## src/hdl/line_sensor_position_drive_assert.svh

```systemverilog
// Assertion macros for the line sensor position and drive block.
// Included by modules that check their own sequencing; no other dependencies.
`ifndef LINE_SENSOR_POSITION_DRIVE_ASSERT_SVH
`define LINE_SENSOR_POSITION_DRIVE_ASSERT_SVH

// Same-cycle implication, disabled during reset.
`define LSPD_AST_IMP(lbl, clk, rstn, ante, cons, msg) \
    lbl: assert property (@(posedge clk) disable iff (!rstn) (ante) |-> (cons)) \
        else $error(msg);

// Next-cycle implication, disabled during reset.
`define LSPD_AST_NXT(lbl, clk, rstn, ante, cons, msg) \
    lbl: assert property (@(posedge clk) disable iff (!rstn) (ante) |=> (cons)) \
        else $error(msg);

`endif

```

## src/hdl/lspd_pkg.sv

```systemverilog
// Shared constants, types and weight table for the line sensor position drive.
// No dependencies; imported by the divider, the top level and the testbench.
`timescale 1ns / 1ps

package lspd_pkg;

    localparam int CHANNELS   = 8;
    localparam int CH_W       = 3;
    localparam int DIV_W      = 29;
    localparam int DVS_W      = 12;
    localparam int DCNT_W     = $clog2(DIV_W + 1);
    localparam int POS_W      = 25;
    localparam int CNT_W      = 4;
    localparam int PWM_W      = 16;
    localparam int CRUISE_W   = 16;
    localparam int THR_W      = 7;
    localparam int GAIN_W     = 7;
    localparam int WGT_W      = 8;
    localparam int CFG_IDX_W  = 2;
    localparam int CFG_DATA_W = 16;
    localparam int OUT_W      = ((POS_W + CNT_W + 2 * PWM_W + 1 + 7) / 8) * 8;

    localparam int NORM_SCALE = 100;
    localparam int PCT_DIV    = 100;
    localparam int PWM_MAX    = 65535;
    localparam int PWM_CLAMP  = (PWM_MAX + 1) * PCT_DIV;

    // divide by PCT_DIV as a multiply by a rounded-up reciprocal, exact below 2^PDIV_W
    localparam int PDIV_W     = 23;
    localparam int RCP_W      = 24;
    localparam int PCT_SHIFT  = 30;
    localparam int PCT_RECIP  = ((1 << PCT_SHIFT) + PCT_DIV - 1) / PCT_DIV;
    localparam int PCT_PROD_W = PDIV_W + RCP_W;
    localparam int PCT_Q_W    = PCT_PROD_W - PCT_SHIFT;

    localparam logic [CRUISE_W-1:0] CRUISE_RST = 16'd4000;
    localparam logic [THR_W-1:0]    THR_RST    = 7'd60;
    localparam logic [GAIN_W-1:0]   GAIN_RST   = 7'd18;

    localparam logic [CFG_IDX_W-1:0] CFG_CRUISE = 2'd0;
    localparam logic [CFG_IDX_W-1:0] CFG_THRESH = 2'd1;
    localparam logic [CFG_IDX_W-1:0] CFG_GAIN   = 2'd2;

    localparam logic MODE_CAL   = 1'b0;
    localparam logic MODE_TRACK = 1'b1;

    typedef struct packed {
        logic             start;
        logic [DIV_W-1:0] dividend;
        logic [DVS_W-1:0] divisor;
    } t_div_req;

    typedef struct packed {
        logic             busy;
        logic             done;
        logic [DIV_W-1:0] quotient;
    } t_div_rsp;

    function automatic logic signed [WGT_W-1:0] f_weight(input logic [CH_W-1:0] ch);
        logic signed [WGT_W-1:0] w;
        case (ch)
            3'd0: w = 8'sd90;
            3'd1: w = 8'sd75;
            3'd2: w = 8'sd40;
            3'd3: w = 8'sd10;
            3'd4: w = -8'sd10;
            3'd5: w = -8'sd40;
            3'd6: w = -8'sd75;
            default: w = -8'sd90;
        endcase
        return w;
    endfunction

endpackage

```

## src/hdl/lspd_div.sv

```systemverilog
// Shared restoring divider, one quotient bit per cycle, unsigned operands.
// Depends on lspd_pkg for operand widths and the request/response structs.
`timescale 1ns / 1ps

module lspd_div import lspd_pkg::*; (
    input  logic     i_clk,
    input  logic     i_rst_n,
    input  t_div_req i_req,
    output t_div_rsp o_rsp
);

    logic [DIV_W-1:0]  r_quo;
    logic [DVS_W-1:0]  r_rem;
    logic [DVS_W-1:0]  r_dvs;
    logic [DCNT_W-1:0] r_cnt;
    logic              r_busy;
    logic              r_done;
    logic [DVS_W:0]    shifted;
    logic [DVS_W:0]    trial;

    assign shifted = {r_rem, r_quo[DIV_W-1]};
    assign trial   = shifted - {1'b0, r_dvs};

    always_ff @(posedge i_clk) begin
        if (!i_rst_n) begin
            r_busy <= 1'b0;
            r_done <= 1'b0;
            r_cnt  <= '0;
        end else begin
            r_done <= 1'b0;
            if (i_req.start) begin
                r_busy <= 1'b1;
                r_cnt  <= DCNT_W'(DIV_W);
            end else if (r_busy) begin
                r_cnt <= r_cnt - 1'b1;
                if (r_cnt == DCNT_W'(1)) begin
                    r_busy <= 1'b0;
                    r_done <= 1'b1;
                end
            end
        end
    end

    always_ff @(posedge i_clk) begin
        if (i_req.start) begin
            r_quo <= i_req.dividend;
            r_rem <= '0;
            r_dvs <= i_req.divisor;
        end else if (r_busy) begin
            if (!trial[DVS_W]) begin
                r_rem <= trial[DVS_W-1:0];
                r_quo <= {r_quo[DIV_W-2:0], 1'b1};
            end else begin
                r_rem <= shifted[DVS_W-1:0];
                r_quo <= {r_quo[DIV_W-2:0], 1'b0};
            end
        end
    end

    assign o_rsp.busy     = r_busy;
    assign o_rsp.done     = r_done;
    assign o_rsp.quotient = r_quo;

endmodule

```

## src/hdl/line_sensor_position_drive.sv

```systemverilog
// Flow: a calibrate request goes from acceptance straight to the output state; a track request
// runs up to nine divider passes (eight channel normalisations and the position average) and,
// when the position is nonzero, two PWM scalings; the output state waits while the output stalls.
// Throughput: one request at a time; the next is taken the cycle after the result is registered.
// Reset: synchronous, active low; spans, held PWM values and settings return to reset values.
// Depends on lspd_pkg, lspd_div and line_sensor_position_drive_assert.svh.
`timescale 1ns / 1ps

`include "line_sensor_position_drive_assert.svh"

module line_sensor_position_drive import lspd_pkg::*; #(
    parameter int SAMPLE_BITS = 10
) (
    input  logic                  i_clk,
    input  logic                  i_rst_n,
    // sample_0 .. sample_7, SAMPLE_BITS each, sample_0 lowest, zero padded
    input  logic [((CHANNELS*SAMPLE_BITS+7)/8)*8-1:0] s_axis_tdata,
    // mode
    input  logic                  s_axis_tuser,
    input  logic                  s_axis_tvalid,
    output logic                  s_axis_tready,
    // position[24:0], sensed_count[28:25], left_pwm[44:29], right_pwm[60:45],
    // drive_updated[61], zero padded
    output logic [OUT_W-1:0]      m_axis_tdata,
    output logic                  m_axis_tvalid,
    input  logic                  m_axis_tready,
    input  logic                  i_cfg_valid,
    output logic                  o_cfg_ready,
    input  logic [CFG_IDX_W-1:0]  i_cfg_index,
    input  logic [CFG_DATA_W-1:0] i_cfg_data
);

    localparam int SB     = SAMPLE_BITS;
    localparam int NDIV_W = SB + 7;
    localparam int NORM_W = SB + 8;
    localparam int PROD_W = NORM_W + WGT_W;
    localparam int SUM_W  = PROD_W + $clog2(CHANNELS);
    localparam int SPD_W  = SUM_W + 1;
    localparam int MUL_W  = SPD_W + GAIN_W;
    localparam int PAD_W  = OUT_W - (POS_W + CNT_W + 2 * PWM_W + 1);

    localparam logic [3:0] ST_IDLE  = 4'd0;
    localparam logic [3:0] ST_NLOAD = 4'd1;
    localparam logic [3:0] ST_NWAIT = 4'd2;
    localparam logic [3:0] ST_NACC  = 4'd3;
    localparam logic [3:0] ST_PLOAD = 4'd4;
    localparam logic [3:0] ST_PWAIT = 4'd5;
    localparam logic [3:0] ST_SPEED = 4'd6;
    localparam logic [3:0] ST_SMUL  = 4'd7;
    localparam logic [3:0] ST_SWAIT = 4'd8;
    localparam logic [3:0] ST_OUT   = 4'd9;

    logic [3:0]              r_state;
    logic [3:0]              n_state;
    logic [CRUISE_W-1:0]     r_cruise;
    logic [THR_W-1:0]        r_thr;
    logic [GAIN_W-1:0]       r_gain;
    logic [SB-1:0]           r_max [CHANNELS];
    logic [SB-1:0]           r_min [CHANNELS];
    logic [SB-1:0]           r_smp [CHANNELS];
    logic [CH_W-1:0]         r_ch;
    logic [CNT_W-1:0]        r_cnt;
    logic                    r_side;
    logic                    r_upd;
    logic                    r_mvalid;
    logic [PWM_W-1:0]        r_held_left;
    logic [PWM_W-1:0]        r_held_right;
    logic [PWM_W-1:0]        r_new_left;
    logic [PWM_W-1:0]        r_new_right;
    logic signed [NORM_W-1:0] r_norm;
    logic                    r_neg;
    logic signed [SUM_W-1:0] r_sum;
    logic signed [SUM_W-1:0] r_pos;
    logic [SPD_W-1:0]        r_mag;
    logic [PDIV_W-1:0]       r_pdiv;
    logic [POS_W-1:0]        r_out_pos;
    logic [CNT_W-1:0]        r_out_cnt;
    logic [PWM_W-1:0]        r_out_left;
    logic [PWM_W-1:0]        r_out_right;
    logic                    r_out_upd;

    t_div_req                div_req;
    t_div_rsp                div_rsp;

    logic                    accept;
    logic                    out_free;
    logic                    last_ch;
    logic [SB-1:0]           cur_mx;
    logic [SB-1:0]           cur_mn;
    logic [SB-1:0]           cur_smp;
    logic                    span_ok;
    logic [SB-1:0]           span;
    logic signed [SB:0]      diff;
    logic [SB-1:0]           diff_mag;
    logic [NDIV_W-1:0]       norm_dividend;
    logic [NORM_W-1:0]       norm_q;
    logic signed [NORM_W-1:0] thr_s;
    logic                    sensed;
    logic signed [PROD_W-1:0] wprod;
    logic [SUM_W-1:0]        sum_mag;
    logic [SUM_W-1:0]        pos_q;
    logic signed [SPD_W-1:0] cruise_s;
    logic signed [SPD_W-1:0] pos_s;
    logic signed [SPD_W-1:0] speed;
    logic [SPD_W-1:0]        speed_mag;
    logic [MUL_W-1:0]        pwm_prod;
    logic [PDIV_W-1:0]       pwm_dividend;
    logic [PCT_PROD_W-1:0]   pct_prod;
    logic [PCT_Q_W-1:0]      pct_q;
    logic [PWM_W-1:0]        pwm_q;

    assign accept        = s_axis_tvalid && s_axis_tready;
    assign s_axis_tready = (r_state == ST_IDLE);
    assign o_cfg_ready   = 1'b1;
    assign out_free      = !r_mvalid || m_axis_tready;
    assign last_ch       = (r_ch == CH_W'(CHANNELS - 1));

    assign cur_mx   = r_max[r_ch];
    assign cur_mn   = r_min[r_ch];
    assign cur_smp  = r_smp[r_ch];
    assign span_ok  = (cur_mx > cur_mn);
    assign span     = cur_mx - cur_mn;
    assign diff     = $signed({1'b0, cur_mx}) - $signed({1'b0, cur_smp});
    assign diff_mag = diff[SB] ? SB'(-diff) : SB'(diff);
    assign norm_dividend = NDIV_W'(diff_mag) * NDIV_W'(NORM_SCALE);
    assign norm_q   = NORM_W'(div_rsp.quotient);

    assign thr_s    = $signed(NORM_W'(r_thr));
    assign sensed   = (r_norm >= thr_s);
    assign wprod    = PROD_W'(r_norm) * PROD_W'(f_weight(r_ch));

    assign sum_mag  = r_sum[SUM_W-1] ? SUM_W'(-r_sum) : SUM_W'(r_sum);
    assign pos_q    = SUM_W'(div_rsp.quotient);

    assign cruise_s  = $signed(SPD_W'(r_cruise));
    assign pos_s     = SPD_W'(r_pos);
    assign speed     = r_side ? (cruise_s + pos_s) : (cruise_s - pos_s);
    assign speed_mag = speed[SPD_W-1] ? SPD_W'(-speed) : SPD_W'(speed);

    assign pwm_prod     = MUL_W'(r_mag) * MUL_W'(r_gain);
    assign pwm_dividend = (pwm_prod >= MUL_W'(PWM_CLAMP)) ? PDIV_W'(PWM_CLAMP)
                                                           : PDIV_W'(pwm_prod);
    assign pct_prod     = PCT_PROD_W'(r_pdiv) * PCT_PROD_W'(PCT_RECIP);
    assign pct_q        = pct_prod[PCT_PROD_W-1:PCT_SHIFT];
    assign pwm_q        = (pct_q > PCT_Q_W'(PWM_MAX)) ? PWM_W'(PWM_MAX)
                                                      : pct_q[PWM_W-1:0];

    always_comb begin
        div_req = '0;
        case (r_state)
            ST_NLOAD: begin
                div_req.start    = span_ok;
                div_req.dividend = DIV_W'(norm_dividend);
                div_req.divisor  = DVS_W'(span);
            end
            ST_PLOAD: begin
                div_req.start    = (r_cnt != '0);
                div_req.dividend = DIV_W'(sum_mag);
                div_req.divisor  = DVS_W'(r_cnt);
            end
            default: begin
                div_req = '0;
            end
        endcase
    end

    lspd_div u_div (
        .i_clk   (i_clk),
        .i_rst_n (i_rst_n),
        .i_req   (div_req),
        .o_rsp   (div_rsp)
    );

    always_comb begin
        n_state = r_state;
        case (r_state)
            ST_IDLE: begin
                if (accept) begin
                    n_state = (s_axis_tuser == MODE_TRACK) ? ST_NLOAD : ST_OUT;
                end
            end
            ST_NLOAD: n_state = span_ok ? ST_NWAIT : ST_NACC;
            ST_NWAIT: begin
                if (div_rsp.done) begin
                    n_state = ST_NACC;
                end
            end
            ST_NACC:  n_state = last_ch ? ST_PLOAD : ST_NLOAD;
            ST_PLOAD: n_state = (r_cnt == '0) ? ST_OUT : ST_PWAIT;
            ST_PWAIT: begin
                if (div_rsp.done) begin
                    n_state = ST_SPEED;
                end
            end
            ST_SPEED: n_state = (r_pos == '0) ? ST_OUT : ST_SMUL;
            ST_SMUL:  n_state = ST_SWAIT;
            ST_SWAIT: n_state = r_side ? ST_OUT : ST_SPEED;
            ST_OUT: begin
                if (out_free) begin
                    n_state = ST_IDLE;
                end
            end
            default: n_state = ST_IDLE;
        endcase
    end

    always_ff @(posedge i_clk) begin
        if (!i_rst_n) begin
            r_state      <= ST_IDLE;
            r_cruise     <= CRUISE_RST;
            r_thr        <= THR_RST;
            r_gain       <= GAIN_RST;
            r_ch         <= '0;
            r_cnt        <= '0;
            r_side       <= 1'b0;
            r_upd        <= 1'b0;
            r_mvalid     <= 1'b0;
            r_held_left  <= '0;
            r_held_right <= '0;
            for (int c = 0; c < CHANNELS; c++) begin
                r_max[c] <= '0;
                r_min[c] <= '1;
            end
        end else begin
            r_state <= n_state;
            if (i_cfg_valid && o_cfg_ready) begin
                case (i_cfg_index)
                    CFG_CRUISE: r_cruise <= i_cfg_data[CRUISE_W-1:0];
                    CFG_THRESH: r_thr    <= i_cfg_data[THR_W-1:0];
                    CFG_GAIN:   r_gain   <= i_cfg_data[GAIN_W-1:0];
                    default: ;
                endcase
            end
            case (r_state)
                ST_IDLE: begin
                    if (accept) begin
                        r_ch   <= '0;
                        r_cnt  <= '0;
                        r_side <= 1'b0;
                        r_upd  <= 1'b0;
                        if (s_axis_tuser == MODE_CAL) begin
                            for (int c = 0; c < CHANNELS; c++) begin
                                if (r_max[c] < s_axis_tdata[c*SB +: SB]) begin
                                    r_max[c] <= s_axis_tdata[c*SB +: SB];
                                end
                                if (r_min[c] > s_axis_tdata[c*SB +: SB]) begin
                                    r_min[c] <= s_axis_tdata[c*SB +: SB];
                                end
                            end
                        end
                    end
                end
                ST_NACC: begin
                    if (sensed) begin
                        r_cnt <= r_cnt + 1'b1;
                    end
                    if (!last_ch) begin
                        r_ch <= r_ch + 1'b1;
                    end
                end
                ST_SWAIT: begin
                    r_side <= 1'b1;
                    if (r_side) begin
                        r_upd <= 1'b1;
                    end
                end
                ST_OUT: begin
                    if (out_free && r_upd) begin
                        r_held_left  <= r_new_left;
                        r_held_right <= r_new_right;
                    end
                end
                default: ;
            endcase
            if (r_state == ST_OUT && out_free) begin
                r_mvalid <= 1'b1;
            end else if (m_axis_tready) begin
                r_mvalid <= 1'b0;
            end
        end
    end

    always_ff @(posedge i_clk) begin
        case (r_state)
            ST_IDLE: begin
                r_sum <= '0;
                r_pos <= '0;
                if (accept) begin
                    for (int c = 0; c < CHANNELS; c++) begin
                        r_smp[c] <= s_axis_tdata[c*SB +: SB];
                    end
                end
            end
            ST_NLOAD: begin
                r_neg  <= diff[SB];
                r_norm <= '0;
            end
            ST_NWAIT: begin
                if (div_rsp.done) begin
                    r_norm <= r_neg ? $signed(-norm_q) : $signed(norm_q);
                end
            end
            ST_NACC: begin
                if (sensed) begin
                    r_sum <= r_sum + SUM_W'(wprod);
                end
            end
            ST_PLOAD: begin
                r_neg <= r_sum[SUM_W-1];
            end
            ST_PWAIT: begin
                if (div_rsp.done) begin
                    r_pos <= r_neg ? $signed(-pos_q) : $signed(pos_q);
                end
            end
            ST_SPEED: begin
                r_mag <= speed_mag;
            end
            ST_SMUL: begin
                r_pdiv <= pwm_dividend;
            end
            ST_SWAIT: begin
                if (r_side) begin
                    r_new_right <= pwm_q;
                end else begin
                    r_new_left <= pwm_q;
                end
            end
            ST_OUT: begin
                if (out_free) begin
                    r_out_pos   <= POS_W'(r_pos);
                    r_out_cnt   <= r_cnt;
                    r_out_left  <= r_upd ? r_new_left : r_held_left;
                    r_out_right <= r_upd ? r_new_right : r_held_right;
                    r_out_upd   <= r_upd;
                end
            end
            default: ;
        endcase
    end

    assign m_axis_tvalid = r_mvalid;
    assign m_axis_tdata  = {PAD_W'(0), r_out_upd, r_out_right, r_out_left,
                            r_out_cnt, r_out_pos};

    `LSPD_AST_IMP(a_div_start_idle, i_clk, i_rst_n, div_req.start, !div_rsp.busy, "divider restarted while busy")
    `LSPD_AST_IMP(a_upd_has_pos, i_clk, i_rst_n, r_state == ST_OUT && r_upd, r_pos != '0, "drive update with zero position")
    `LSPD_AST_IMP(a_no_count_no_pos, i_clk, i_rst_n, r_state == ST_OUT && r_cnt == '0, r_pos == '0, "position without sensed channels")
    `LSPD_AST_NXT(a_held_stable, i_clk, i_rst_n, !(r_state == ST_OUT && r_upd), $stable(r_held_left) && $stable(r_held_right), "held PWM changed without update")

endmodule

```

## config.mk

```make
export PLATFORM = sky130hd
export DESIGN_NAME = line_sensor_position_drive
export DESIGN_NICKNAME = d
export VERILOG_FILES = /design/src/hdl/lspd_pkg.sv /design/src/hdl/lspd_div.sv /design/src/hdl/line_sensor_position_drive.sv
export VERILOG_INCLUDE_DIRS = /design/src /design/src/hdl
export SDC_FILE = /design/constraint.sdc
export NUM_CORES = 2
export LEC_CHECK = 0
export BUFFER_PORTS_ARGS = -buffer_cell sky130_fd_sc_hd__clkbuf_2
export CAP_MARGIN = 30
export CORE_MARGIN = 5
export CORE_UTILIZATION = 30
export CTS_BUF_LIST = sky130_fd_sc_hd__clkbuf_4
export DETAILED_ROUTE_END_ITERATION = 12
export GPL_ROUTABILITY_DRIVEN = 0
export MAX_ROUTING_LAYER = met4
export PLACE_DENSITY = 0.45
export SYNTH_ARGS = -nofsm -noshare
export SYNTH_HDL_FRONTEND = slang
export SYNTH_HIERARCHICAL = 1
export SYNTH_SLANG_ARGS = --single-unit
```

## constraint.sdc

```tcl
create_clock -name i_clk -period 15.5 [get_ports i_clk]
set_input_delay 3.1 -clock i_clk [delete_from_list [all_inputs] [get_ports i_clk]]
set_output_delay 3.1 -clock i_clk [all_outputs]
set_load 0.05 [all_outputs]
```

; After elaboration in Yosys (flattened, before gate mapping)
; Memory sizes are Yosys's and may differ from the RTL's. A register that Yosys moved wholly into a read port is not among the register bits.
; Cells that the tools add are included.
[classes]
mux = 173
eq_ne = 26
bitwise_logic = 19
n_mul = 4
addsub = 14
n_reduce_logical = 35
n_lt_le_gt_ge = 20
[op_table]
columns = op, n
row1 = 29-bit two-way mux, 7
row2 = 10-bit two-way mux, 17
row3 = 29-bit case mux with 2 select lines, 2
row4 = 1-bit two-way mux, 110
row5 = 10-bit greater-than comparator, 9
row6 = 42-bit case mux with 2 select lines, 1
row7 = 10-bit less-than comparator, 8
row8 = 29-bit negation, 2
row9 = 8-bit case mux with 7 select lines, 1
row10 = 16-bit two-way mux, 3
row11 = "23-bit by 24-bit multiplier with 47-bit output, second input constant", 1
row12 = 4-bit two-way mux, 10
row13 = 4-bit case mux with 10 select lines, 1
row14 = "37-bit by 23-bit >= comparator with 1-bit output, second input constant", 1
row15 = 30-bit by 7-bit multiplier with 37-bit output, 1
row16 = 18-bit two-way mux, 2
row17 = 18-bit case mux with 2 select lines, 1
row18 = 17-bit by 29-bit adder with 30-bit output, 1
row19 = 30-bit two-way mux, 1
row20 = 30-bit negation, 1
row21 = 17-bit by 29-bit subtractor with 30-bit output, 1
row22 = 29-bit by 26-bit adder with 29-bit output, 1
row23 = 29-bit logical NOT, 1
row24 = 3-bit two-way mux, 9
row25 = other kinds (44), 99
[word_totals]
in_bits = 104
output_inout_bits = 67
ram_bits = 240
memories = 3
ff_bits = 360
[mem_list]
columns = memory, words, word_bits, rd, rd_ports_with_merged_regs, write_ports, line
row1 = r_max, 8, 10, 9, 1, 8, line_sensor_position_drive.sv:58  ; logic [SB-1:0] r_max [CHANNELS];
row2 = r_min, 8, 10, 9, 1, 8, line_sensor_position_drive.sv:59  ; logic [SB-1:0] r_min [CHANNELS];
row3 = r_smp, 8, 10, 1, 1, 8, line_sensor_position_drive.sv:60  ; logic [SB-1:0] r_smp [CHANNELS];

; Logic depth before layout (Yosys ltp)
; An unclocked memory read counts as a cell.
[depth]
ltp_word = 9
mapped_depth = 33

; By module
; Netlist, hierarchy kept.
[by_module_without_submodules]
columns = module, cells_per_inst, instances, area_per_inst_um2
row1 = line_sensor_position_drive, 5083, 1, 52452.8
row2 = lspd_div, 265, 1, 3120.5

; Worst setup path after synthesis
; No wires, ideal clock.
[synth_timing]
path_type = input -> register
from = input s_axis_tvalid
to = memory r_max[6][0] (netlist name), enable pin
t_arrival_ns = 6.985
path_slack_ns = 8.101
required_ns = 15.085
stages = 6
n_path_buf = 2
path_cell_list = nand2_1 inv_1 nand2_1 clkbuf_1 buf_1 o311ai_0
[synth_rtl]
columns = element, line
row1 = "start, declared", line_sensor_position_drive.sv:20  ; input logic s_axis_tvalid,
row2 = "end, declared", line_sensor_position_drive.sv:58

==> metrics <==
Final nets 6,775; crit path time final about 8600 ps; DR iter-0 viols between 2,000 and 2,500; flop-to-flop setup slack ~6900 ps; Final ANT Viol Nets 0; DRC Markers 0; DP HPWL between 100,000 and 150,000 um; cells after synthesis ~5,300; largest net degree at the start of global routing 69; Die Area about 0.19 sq mm; first-pass GRT wire length roughly 250,000 um; Max-cap violations 0; status finished, final reports clean; slowest CP cell dfxtp_4; Longest Clk Path Bufs 3; RSZ-0062 raised after global routing no; final hold vios 0; number of vias per cell 4.81; endpoints failing setup 0; crit path capture type flip-flop; syn avg cell area 10.4 sq um; CTS Sinks roughly 600; skew final between 90 and 100 ps; Post-CTS Setup Bufs 0; share of post-route cells with drive strength above 1 12.6%; Slew @ Worst Pin just over 1000 ps; total global-route track usage approximately 17%; most frequent cells in the layout inv_1 (797), ha_1 (616), edfxtp_1 (505); IO buf count 167; clock root cell clkbuf_4; Layout area overhead 10.8%; most common library cell in the layout ignoring fill and taps inv_1; period utilization 55.3%; startpoint types flip-flop; Worst path max stage delay around 820 ps; Layout Cells excl Fill around 8,200; CTS Hold Bufs 0; final worst slack ~7000 ps; Req. time, crit path about 16,000 ps; Core Region 0.185 sq mm; WHS Path Cells 2; top sig layer met4; worst reg-to-reg path cell count 31; Max Clk Rate about 120 MHz; CTS tree done; Skew-Pair Late Insertion Delay about 1200 ps; cell mode on critical path a21oi_1; arrival time worst endpoint 9440 ps; Worst R2R End u_div/r_quo[16]$_DFFE_PP_; Slew headroom between 30% and 40%; Synth Cell Area between 0.05 and 0.06 sq mm; top-level port count between 150 and 200; crit path capture u_div/r_quo[16]$_DFFE_PP_; metal3 WL 5520 um; Synth Warn # 6; CTS resizes 0; TritonCTS Buffers approximately 170; gr ovfl total 0; Die X 440 um; clock-pin slew on the worst setup and hold paths approximately 70 ps; Met2 Wirelength approximately 81,000 um; Met1 Wirelength around 72,000 um; post-placement worst setup slack 6810 ps; HP Class flip-flop to flip-flop; H-tree depth 4; worst setup path class flip-flop to flip-flop; vias in the first global route 41,500; vias post-DR just under 40,000; Die Height approximately 440 um; WL/cell ~20 um; antenna violations before repair 9; Slew Viols, Final 0; Initial Util a little under a third; drt pass-1 iters 5; Placed Cells about 7,900; setup TNS 0 ps; Detailed Route WL ~160,000 um; crit path max fanout 35; Placement Rows about 160
## routing by layer
metal	up-vias	track usage, %
met4	0	4.29
met1	19600	22.0
li1	18900	-
met2	691	29.2
met5	-	-
met3	207	2.26
## worst min-delay path by stage
stage	startpoint	end	slack, ps
6_report	r_held_left[7]$_SDFFE_PN0P_	r_held_left[7]$_SDFFE_PN0P_	450
5_1_grt	r_held_right[11]$_SDFFE_PN0P_	r_held_right[11]$_SDFFE_PN0P_	470
4_1_cts	r_held_right[11]$_SDFFE_PN0P_	r_held_right[11]$_SDFFE_PN0P_	450
3_5_place_dp	r_held_right[11]$_SDFFE_PN0P_	r_held_right[11]$_SDFFE_PN0P_	440
3_3_place_gp	r_held_left[0]$_SDFFE_PN0P_	r_held_left[0]$_SDFFE_PN0P_	440
2_1_floorplan	r_upd$_SDFFE_PN0P_	r_out_upd$_DFFE_PP_	410
## final cells by class
cell class,count,area [sq um]
multi-input combinational,3750,34700
timing repair buffer,230,1320
clock buffer,254,1910
inverter,801,3010
antenna,8,20.0
sequential,603,17100
clock inverter,54,329
fill,19000,123000
tap,2480,3100
## per-stage QoR
stage	hold slack, ps	cell area (sq um)	util, %
2_1_floorplan	406	55600	-
3_3_place_gp	439	59200	32.0
5_1_grt	470	61500	33.3
3_5_place_dp	444	59300	32.1
4_1_cts	453	61500	33.3
6_report	452	61500	33.3
## flip-flops by register name, summed over array words and instances (netlist names), 18 cells and up, named ones only
signal       cells
r_mag           30
r_max           80
r_min           80
r_norm          18
r_out_pos       25
r_pdiv          23
r_pos           29
r_smp           80
r_sum           29
u_div/r_quo     29
## worst max-delay path, delay by kind of cell (launching register included)
kind,cells,cell delay (ps)
AO/OA/AOI/OAI,16,3080
adder cells (fa/ha/maj),6,2000
multiplexers,3,1030
flip-flops,1,820
buffers and inverters,2,630
AND/OR/NAND/NOR,3,410
XOR/XNOR,1,310
Power is not shown: default switching activity piles up to over one toggle a cycle in this logic, so the estimate is an artifact.
